$ cat src/sgr_pkg.sv
package sgr_pkg;

  localparam int MAX_GROUP = 64;
  localparam int DATA_W    = 32;
  localparam int ADDR_W    = $clog2(MAX_GROUP);
  localparam int CNT_W     = ADDR_W + 1;
  localparam int CFG_W     = 7;

  typedef enum logic {
    ST_IDLE,
    ST_DRAIN
  } state_t;

  // Read issued to the buffer, with the flags of the result it produces
  typedef struct packed {
    logic valid;
    logic run_last;
    logic list_end;
  } rd_req_t;

endpackage

$ cat src/sgr_ram.sv
module sgr_ram #(
  parameter int WIDTH = 32,
  parameter int DEPTH = 64
) (
  input  logic                     clk,
  input  logic                     we,
  input  logic [$clog2(DEPTH)-1:0] waddr,
  input  logic [WIDTH-1:0]         wdata,
  input  logic                     re,
  input  logic [$clog2(DEPTH)-1:0] raddr,
  output logic [WIDTH-1:0]         rdata
);

  logic [WIDTH-1:0] mem [DEPTH];

  always_ff @(posedge clk) begin
    if (we) begin
      mem[waddr] <= wdata;
    end
    if (re) begin
      rdata <= mem[raddr];
    end
  end

endmodule

$ cat src/sgr_ctrl.sv
module sgr_ctrl import sgr_pkg::*; (
  input  logic              clk,
  input  logic              rst,
  input  logic              in_valid,
  output logic              in_ready,
  input  logic [DATA_W-1:0] in_value,
  input  logic              in_last,
  input  logic              cfg_valid,
  output logic              cfg_ready,
  input  logic [CFG_W-1:0]  cfg_data,
  input  logic              room,
  output logic              ram_we,
  output logic [ADDR_W-1:0] ram_waddr,
  output logic [DATA_W-1:0] ram_wdata,
  output logic [ADDR_W-1:0] ram_raddr,
  output rd_req_t           req
);

  state_t            state, state_next;
  logic [CFG_W-1:0]  group_size;
  logic [ADDR_W-1:0] fill, fill_next;
  logic [ADDR_W-1:0] addr, addr_next;
  logic [CNT_W-1:0]  remain, remain_next;
  logic              down, down_next;
  logic              end_flag, end_flag_next;
  logic [CNT_W-1:0]  k_eff;
  logic [CNT_W-1:0]  n;
  logic              accept;
  logic              fin;

  assign cfg_ready = 1'b1;

  // Clamp the group size into 1..MAX_GROUP
  always_comb begin
    if (group_size == '0) begin
      k_eff = CNT_W'(1);
    end else if (CNT_W'(group_size) > CNT_W'(MAX_GROUP)) begin
      k_eff = CNT_W'(MAX_GROUP);
    end else begin
      k_eff = CNT_W'(group_size);
    end
  end

  assign in_ready  = (state == ST_IDLE);
  assign accept    = in_valid && in_ready;
  assign n         = {1'b0, fill} + CNT_W'(1);
  assign ram_we    = accept;
  assign ram_waddr = fill;
  assign ram_wdata = in_value;
  assign ram_raddr = addr;
  assign fin       = (remain == CNT_W'(1));

  always_ff @(posedge clk) begin
    if (rst) begin
      state      <= ST_IDLE;
      group_size <= CFG_W'(1);
      fill       <= '0;
      remain     <= '0;
    end else begin
      state  <= state_next;
      fill   <= fill_next;
      remain <= remain_next;
      if (cfg_valid && cfg_ready) begin
        group_size <= cfg_data;
      end
    end
  end

  always_ff @(posedge clk) begin
    addr     <= addr_next;
    down     <= down_next;
    end_flag <= end_flag_next;
  end

  always_comb begin
    state_next    = state;
    fill_next     = fill;
    addr_next     = addr;
    remain_next   = remain;
    down_next     = down;
    end_flag_next = end_flag;
    req           = '0;
    case (state)
      ST_IDLE: begin
        if (accept) begin
          if (n >= k_eff) begin
            // Group complete: read back newest first
            state_next    = ST_DRAIN;
            addr_next     = fill;
            remain_next   = n;
            down_next     = 1'b1;
            end_flag_next = in_last;
          end else if (in_last) begin
            // Short tail of the list: read back in arrival order
            state_next    = ST_DRAIN;
            addr_next     = '0;
            remain_next   = n;
            down_next     = 1'b0;
            end_flag_next = 1'b1;
          end else begin
            fill_next = n[ADDR_W-1:0];
          end
        end
      end
      ST_DRAIN: begin
        if (room) begin
          req.valid    = 1'b1;
          req.run_last = fin;
          req.list_end = fin && end_flag;
          remain_next  = remain - CNT_W'(1);
          addr_next    = down ? addr - ADDR_W'(1) : addr + ADDR_W'(1);
          if (fin) begin
            state_next = ST_IDLE;
            fill_next  = '0;
          end
        end
      end
      default: begin
        state_next = ST_IDLE;
      end
    endcase
  end

endmodule

$ cat src/sgr_outq.sv
module sgr_outq import sgr_pkg::*; (
  input  logic              clk,
  input  logic              rst,
  input  rd_req_t           req,
  input  logic [DATA_W-1:0] rdata,
  output logic              room,
  output logic              out_valid,
  input  logic              out_ready,
  output logic [DATA_W-1:0] out_value,
  output logic              out_run_last,
  output logic              out_list_end
);

  rd_req_t           req_d;
  logic [DATA_W-1:0] q_val [2];
  logic [1:0]        q_rl;
  logic [1:0]        q_le;
  logic              wr_ptr;
  logic              rd_ptr;
  logic [1:0]        count;
  logic [1:0]        occ;
  logic              pop;

  assign out_valid    = (count != 2'd0);
  assign out_value    = q_val[rd_ptr];
  assign out_run_last = q_rl[rd_ptr];
  assign out_list_end = q_le[rd_ptr];
  assign pop          = out_valid && out_ready;

  // Count the read in flight so the two slots never overflow
  assign occ  = count + {1'b0, req_d.valid};
  assign room = (occ - {1'b0, pop}) < 2'd2;

  always_ff @(posedge clk) begin
    if (rst) begin
      req_d  <= '0;
      wr_ptr <= 1'b0;
      rd_ptr <= 1'b0;
      count  <= 2'd0;
    end else begin
      req_d <= req;
      if (req_d.valid) begin
        wr_ptr <= ~wr_ptr;
      end
      if (pop) begin
        rd_ptr <= ~rd_ptr;
      end
      count <= count + {1'b0, req_d.valid} - {1'b0, pop};
    end
  end

  always_ff @(posedge clk) begin
    if (req_d.valid) begin
      q_val[wr_ptr] <= rdata;
      q_rl[wr_ptr]  <= req_d.run_last;
      q_le[wr_ptr]  <= req_d.list_end;
    end
  end

endmodule

$ cat src/stream_group_reverser_top.sv
// Stream group reverser.
// Input stream s_axis: tdata carries a signed 32-bit element value, tlast
// marks the final element of a list. Output stream m_axis: tdata carries the
// reordered value, tlast marks the last result caused by one input
// transaction, tuser marks the final output element of the list.
// cfg_valid/cfg_ready/cfg_data write the group size (0 acts as 1, values
// above 64 act as 64); write it only while the block is idle.
// Elements are stored in a 64-entry buffer RAM. An element that neither
// completes a group nor ends a list is absorbed and intake stays open. An
// element that does either starts a drain of n buffered elements: while
// m_axis is not stalled, the single RAM read port supplies one element per
// cycle and results stream out at one per cycle; intake pauses until the
// drain ends. Results pass the drain state, buffer read register and queue.
// A stall on m_axis pauses the buffer reads once the queue has no room left
// and stretches the intake pause; the two-entry output queue holds the
// read already in flight, so no result is lost and results resume without
// a gap once m_axis_tready returns.
// Reset clears the fill count, restores group size 1 and empties the output
// queue; buffer contents are not cleared and need not be.
module stream_group_reverser_top import sgr_pkg::*; (
  input  logic              clk,
  input  logic              rst,
  input  logic              s_axis_tvalid,
  output logic              s_axis_tready,
  input  logic [DATA_W-1:0] s_axis_tdata,   // [31:0] elem_value
  input  logic              s_axis_tlast,   // list_last
  output logic              m_axis_tvalid,
  input  logic              m_axis_tready,
  output logic [DATA_W-1:0] m_axis_tdata,   // [31:0] out_value
  output logic              m_axis_tlast,   // run_last
  output logic              m_axis_tuser,   // [0] list_end
  input  logic              cfg_valid,
  output logic              cfg_ready,
  input  logic [CFG_W-1:0]  cfg_data
);

  logic              ram_we;
  logic [ADDR_W-1:0] ram_waddr;
  logic [DATA_W-1:0] ram_wdata;
  logic [ADDR_W-1:0] ram_raddr;
  logic [DATA_W-1:0] ram_rdata;
  logic              room;
  rd_req_t           req;

  sgr_ctrl u_ctrl (
    .clk       (clk),
    .rst       (rst),
    .in_valid  (s_axis_tvalid),
    .in_ready  (s_axis_tready),
    .in_value  (s_axis_tdata),
    .in_last   (s_axis_tlast),
    .cfg_valid (cfg_valid),
    .cfg_ready (cfg_ready),
    .cfg_data  (cfg_data),
    .room      (room),
    .ram_we    (ram_we),
    .ram_waddr (ram_waddr),
    .ram_wdata (ram_wdata),
    .ram_raddr (ram_raddr),
    .req       (req)
  );

  sgr_ram #(
    .WIDTH (DATA_W),
    .DEPTH (MAX_GROUP)
  ) u_buf (
    .clk   (clk),
    .we    (ram_we),
    .waddr (ram_waddr),
    .wdata (ram_wdata),
    .re    (req.valid),
    .raddr (ram_raddr),
    .rdata (ram_rdata)
  );

  sgr_outq u_outq (
    .clk          (clk),
    .rst          (rst),
    .req          (req),
    .rdata        (ram_rdata),
    .room         (room),
    .out_valid    (m_axis_tvalid),
    .out_ready    (m_axis_tready),
    .out_value    (m_axis_tdata),
    .out_run_last (m_axis_tlast),
    .out_list_end (m_axis_tuser)
  );

endmodule

$ cat config.mk
export PLATFORM = sky130hd
export DESIGN_NAME = stream_group_reverser_top
export DESIGN_NICKNAME = d
export VERILOG_FILES = /design/src/sgr_pkg.sv /design/src/sgr_ram.sv /design/src/sgr_ctrl.sv /design/src/sgr_outq.sv /design/src/stream_group_reverser_top.sv
export SDC_FILE = /design/constraint.sdc
export NUM_CORES = 2
export LEC_CHECK = 0
export BUFFER_PORTS_ARGS = -buffer_cell sky130_fd_sc_hd__buf_2
export CAP_MARGIN = 15
export CORE_ASPECT_RATIO = 0.5
export CORE_MARGIN = 2
export CORE_UTILIZATION = 45
export CTS_CLUSTER_DIAMETER = 80
export DETAILED_ROUTE_END_ITERATION = 10
export SETUP_SLACK_MARGIN = 0.2
export SLEW_MARGIN = 10
export SYNTH_ARGS = -nofsm -noshare
export SYNTH_HDL_FRONTEND = slang
export SYNTH_SLANG_ARGS = --single-unit
export TNS_END_PERCENT = 10
$ cat constraint.sdc
create_clock -name clk -period 6.4 [get_ports clk]
set_clock_uncertainty 0.1 [all_clocks]
set_input_delay 0.64 -clock clk [delete_from_list [all_inputs] [get_ports clk]]
set_output_delay 0.64 -clock clk [all_outputs]
set_load 0.05 [all_outputs]
# [Yosys cells after proc, flatten, opt, wreduce, memory -nomap -nowiden]
# Memory sizes are Yosys's and may differ from the RTL's. A register that Yosys moved wholly into a read port is not among the register bits.
# Index checks and enable logic that the tools add are counted.
[word_totals] word_cells=95 register_bits=40 romBits=0 mem_count=2 mem_bits_rw=2112 output_inout_bits=37 input_bits=45 latch_bits=0
[memory_table] memory="u_buf.mem" words=64 width=32 rd=1 rd_clocked_by_memory_dff=1 write_ports=1 line="sgr_ram.sv:14" source="logic [WIDTH-1:0] mem [DEPTH];"
[memory_table] memory="u_outq.q_val" words=2 width=32 rd=1 rd_clocked_by_memory_dff=1 write_ports=1 line="sgr_outq.sv:15" source="logic [DATA_W-1:0] q_val [2];"
[op_classes] n_div=0 mux=44 multipliers=0 order_cmp=6 n_addsub=6 n_shift=0 bitwise=4 n_reduce_logical=11 n_eq_ne=7
[ops] operator="two-way mux 6 bit" count=10
[ops] operator="two-way mux 7 bit" count=6
[ops] operator="case mux 6 bit (2 select lines)" count=2
[ops] operator="two-way mux 1 bit" count=19
[ops] operator="case mux 7 bit (2 select lines)" count=1
[ops] operator="!= test 2 bit (second input constant)" count=5
[ops] operator="adder 6 x 1 -> 7 bit (second input constant)" count=1
[ops] operator="== test 7 x 1 -> 1 bit (second input constant)" count=1
[ops] operator="greater-or-equal comparator 7 bit" count=1
[ops] operator="> comparator 7 bit (second input constant)" count=1
[ops] operator="zero test 7 bit" count=1
[ops] operator="subtractor 7 x 1 -> 7 bit (second input constant)" count=1
[ops] operator="adder 6 x 1 -> 6 bit (second input constant)" count=1
[ops] operator="two-way mux 3 bit" count=2
[ops] operator="AND reduction 3 bit" count=2
[ops] operator="subtractor 6 x 1 -> 6 bit (second input constant)" count=1
[ops] operator="AND reduction 5 bit" count=1
[ops] operator="bitwise mux 2 bit" count=2
[ops] operator="logical AND 1 bit" count=4
[ops] operator="< comparator 1 x 2 -> 1 bit (second input constant)" count=2
[ops] operator="inverter 1 bit" count=4
[ops] operator="nonzero test 2 bit" count=2
[ops] operator="!= test 3 bit (second input constant)" count=1
[ops] operator="OR reduction 3 bit" count=1
[ops] operator="other kinds (6)" count=6

# [Logic depth before layout (Yosys ltp)]
[logic_depth] depth_word=7 mapped_depth=13 ltp_nobuf=12

# [By module]
# Synthesis repeated with hierarchy kept, for this count alone.
[hier_totals] cells_unflattened=3717 hier_area_um2=83935.5
[modules_own_cells] mod="sgr_ram" area_per_inst_um2=78835.6 cells_each=3324 n_inst=1 seq_area_each_um2=62459.9
[modules_own_cells] mod="sgr_outq" area_per_inst_um2=2902.8 cells_each=134 n_inst=1 seq_area_each_um2=2202.1
[modules_own_cells] mod="sgr_ctrl" area_per_inst_um2=2197.1 cells_each=259 n_inst=1 seq_area_each_um2=660.6

# [Least setup slack after synthesis]
# Ideal clock, no wire load.
[synth_timing] path_type="input to register" start="input port s_axis_tvalid" end="memory u_buf.mem[40][0], enable pin" slack_ns=1.490 t_required_ns=5.798 arrival_ns=4.308 n_path_buf=1 path_stages=5 setup_ns=0.502 cell_sequence="nand2b_1 -> clkbuf_1 -> nor2_1 -> nand3_1 -> nor4_1"
[synth_via] elab_chain_len=3
[synth_rtl] item="start, declared" line="stream_group_reverser_top.sv:23" source="input logic s_axis_tvalid,"
[synth_rtl] item="logical AND 1 bit" line="sgr_ctrl.sv:45" source="assign accept = in_valid && in_ready;"
[synth_rtl] item="two-way mux 1 bit" line="sgr_ram.sv:17" source="if (we) begin"
[synth_rtl] item="two-way mux 1 bit (not written as such)" line="sgr_ram.sv:18" source="mem[waddr] <= wdata;"
[synth_rtl] item="end, declared" line="sgr_ram.sv:14"
# No other way between the ends.

# [Final worst setup path]
[layout_timing] start="register u_ctrl.fill[3], in the netlist u_ctrl.ram_waddr[3]" end="register u_ctrl.remain[6]"
[layout_via] elab_chain_len=5 word_cells_on_any_way=8 classes_between="1 x add/sub; 1 x order compare; 1 x eq/ne; 4 x mux; 1 x reduce/logical"
[layout_rtl] item="start, declared" line="sgr_ctrl.sv:21" source="logic [ADDR_W-1:0] fill, fill_next;"
[layout_rtl] item="start signal, assigned" line="sgr_ctrl.sv:61" source="fill <= fill_next;"
[layout_rtl] item="adder 6 x 1 -> 7 bit *" line="sgr_ctrl.sv:46" source="assign n = {1'b0, fill} + CNT_W'(1);"
[layout_rtl] item="greater-or-equal comparator 7 bit or two-way mux 7 bit (tied branches)" line="sgr_ctrl.sv:86, sgr_ctrl.sv:93"
[layout_rtl] item="two-way mux 7 bit" line="sgr_ctrl.sv:86" source="if (n >= k_eff) begin"
[layout_rtl] item="two-way mux 7 bit" line="sgr_ctrl.sv:85" source="if (accept) begin"
[layout_rtl] item="case mux 7 bit (2 select lines)" line="sgr_ctrl.sv:83" source="case (state)"
[layout_rtl] item="end signal, assigned" line="sgr_ctrl.sv:62" source="remain <= remain_next;"
[layout_rtl] item="end, declared" line="sgr_ctrl.sv:23" source="logic [CNT_W-1:0] remain, remain_next;"
# Mark *: on every way between the ends. The rest lies on a longest branch, timed or not. The select of a mux whose other input is x is not followed.
# A chain may end at the register's enable or synchronous reset.

==> impl_results.md <==
* Status: completed
* Final Util at 51.13%
* Crit-path cells: nand3_1 > nor2_1 > ha_1 > a41o_1 > a21oi_1 > o21a_1 > inv_1 > o21ai_1 > inv_1 > a32o_1
* Largest net degree at the start of global routing at 82
* Io pins at 82
* Worst setup EP type: flip-flop
* Distinct cell type count after synthesis at 63
* Area contributors post-synth: edfxtp_1, mux4_2, mux2i_1
* Worst-margin pin slew at 1310 ps
* Root Buffer: clkbuf_16
* Die Footprint at 189,000 sq um
* Peak supply drop at 0.2480 mV
* Count of final max-slew check failures at 0
* Sequential share of the synthesized area at 78.30%
* Area after DPL at 87,810 sq um
* CP startpoint kind: flip-flop
* Cell repeated most along the worst path: inv_1
* CTS tree: yes
* Post-CTS Resized at 0
* Die Height at 308.5 um
* Setup Crit Path Kind: flip-flop to flip-flop
* GPL Wtd Cong at 0.8288
* CTS buffer count at 194
* RSZ-0062 raised after global routing: no
* Max cap viols at 0
* GRT overflow at 0
* Slew margin rel. at 12.66%
* Via/cell ratio at 6.209
* Final TNS setup at 0 ps
* Inst Count DP at 6,236
* Post-route ant nets at 0
* CP top delay family: compound AO/OA/AOI/OAI gates
* Final min period at 4463 ps
* Layout filler cell count at 14,250
* Share of post-route cells with drive strength above 1 at 27.50%
* Initial Utilization at 45.40%
* WL final at 225.1 mm
* Die span in x at 612.9 um
* Final hold vios at 0
* Area of the mapped netlist at 83,420 sq um
* Synth top area share at 77.61%
* CP max-delay cell: nand3_1
* WP data required at 6970 ps
* Site row count at 111
* Area occupied by multi-input gates at 17,500 sq um
* Clock Latency Late Sink at 840 ps
* DP HPWL at 125.4 mm
* Fin area at 93,950 sq um
* Post-synth EDFFs at 2,156
* Min-delay worst type: input pin to flip-flop
* WP buf/inv at 2
* Non-Filler Instances at 6,591
* H-tree Lvls at 4
* #FFs+latches synth at 2,185
* Synthesized area per cell at 22.41 sq um
* Critical path's largest stage delay at 740 ps
* WL per Instance at 34.15 um
* # diodes at 0
* Final Cycle Share at 69.73%
* Fmax at 0.2241 GHz
* Number of global-route vias before repair at 40,370
* CP arrival at 5030 ps
* Max clock buf depth at 4
* Final setup fails at 0
* Synthesis-to-finish area growth at 12.62%
* DR iter-0 viols at 5,899
* # nets final at 4,021
* PwrDens at 362.5 nW/um^2
* 1st-pass router iterations at 5
* Syn Nets at 3,785
* Clock Sinks at 2,185
* LEAKAGE at 0.02909 uW
* Ys Warns at 0
* Async set-or-reset flop fraction in the synthesized netlist at 0%
* Worst-path clk slew at 60 ps
* Initial antenna violation count at 20
* Critical Path Fanout Max at 15
* GRT Total Usage at 23.81%
* FF+latch area at 65,320 sq um
* # port buffers at 80
* Ys flop type: edfxtp_1
* Via Count at 40,920
* Post-Syn Instances at 3,723
* Post-synth top area cell: edfxtp_1
* DRC violations left at 0
* Core region area at 183,700 sq um
* Global-route wire length before repair at 313.5 mm
[routing by layer]
metal / up-vias / wire [um] / GRT usage, %
met1: 22210 / 93230 / 35.07
met2: 2144 / 103400 / 36.22
met4: 14 / 4434 / 4.865
met5: - / 91 / 0
met3: 284 / 23880 / 6.033
li1: 16280 / - / -
[cells in the final DEF, fill, tap and decap left out, types with 34 or more instances in the layout]
master and n:
o22ai_1 43, mux2_2 34, nor2_1 47, o221ai_1 42
a221oi_1 50, a21oi_1 52, mux4_2 512, buf_2 75
clkinv_1 46, buf_4 145, nand2_1 86, clkbuf_1 49
nor2_4 64, clkbuf_16 196, edfxtp_1 2156, mux2i_1 92
[what timing repair did]
action | CTS | global route
hold endpoints to repair | 7 | 0
setup endpoints to repair | 0 | 0
hold buffers | 7 | 0
setup buffers | 0 | 0
[cells in the mapped netlist (all sizes together) (18+ instances only)]
| master | instances |
|---|---|
| edfxtp | 2156 |
| mux4 | 512 |
| buf | 113 |
| nor2 | 111 |
| clkbuf | 98 |
| mux2i | 92 |
| nand2 | 86 |
| a21oi | 52 |
| a221oi | 50 |
| o22ai | 44 |
| o21ai | 43 |
| o221ai | 42 |
| mux2 | 34 |
| dfxtp | 29 |
| a22o | 25 |
| nor3 | 24 |
| a31oi | 21 |
| inv | 18 |
[stage by stage]
stage                     hold slack (ps)  power [uW]  setup WS [ps]
after floorplan                     303.7       20410           1490
after global placement              322.1       22990           2025
after detailed placement            335.5       23030           2020
after CTS                           112.5       34220           1971
after global routing                89.97       35080           1733
final                               116.8       34060           1937
[sequential cells by signal (all words and copies together) (netlist names), named ones only]
register	cells
u_buf.mem	2048
u_outq.q_val	64
u_buf.rdata	32
u_ctrl.group_size	7
u_ctrl.remain	7
u_ctrl.ram_raddr	6
u_ctrl.ram_waddr	6
u_outq.req_d	3
u_outq.count	2
u_outq.q_le	2
u_outq.q_rl	2
u_ctrl.down	1
u_ctrl.end_flag	1
u_ctrl.state	1
u_outq.rd_ptr	1
u_outq.wr_ptr	1
[path summary, 6_finish.rpt]
path,start,endpoint,slack (ps),depth (start not counted)
worst max-delay path,u_ctrl.ram_waddr[3],u_ctrl.remain[6],1940,10
worst min-delay path,s_axis_tdata[18],u_buf.mem[33][18],120,1
worst max register to register,u_ctrl.ram_waddr[3],u_ctrl.remain[6],1940,10
worst min register to register,u_outq.req_d[0],u_outq.q_le[1],350,0
[power breakdown]
| group | switching [uW] | internal, uW |
|---|---|---|
| logic | 4100 | 2480 |
| registers | 172 | 16000 |
| clock network | 5070 | 6260 |
| total | 9340 | 24700 |
[final cells by class]
type,instances,share of cell area [%]
clock inverters,97,0.9216
inverters,20,0.08257
clock buffers,245,5.416
well taps,2486,3.311
repair buffers,251,2.119
multi-input cells,1307,18.62
flip-flops and latches,2185,69.53
[worst reg2reg max path, delay by kind of cell, from the launching register on]
| kind | cells | cell delay (ps) |
|---|---|---|
| AND/OR/NAND/NOR | 2 | 1240 |
| adder cells (fa/ha/maj) | 1 | 340 |
| buffers and inverters | 2 | 640 |
| AO/OA/AOI/OAI | 5 | 1450 |
| flip-flops | 1 | 580 |
[cells by family (layout without fill, tap and decap cells)]
logic type	after synthesis	count (layout)	share of synthesized area [%]
other	1	1	0.004495
adders and majority gates	17	17	0.2640
DFF	2185	2185	78.30
muxes	638	638	15.39
and+or+nand+nor	309	309	1.705
buffers and inverters	231	613	1.357
AOI/OAI and AO/OA	330	330	2.818
xor gates and xnor gates	12	12	0.1605
No activity file was read; power rests on OpenSTA's default activity.
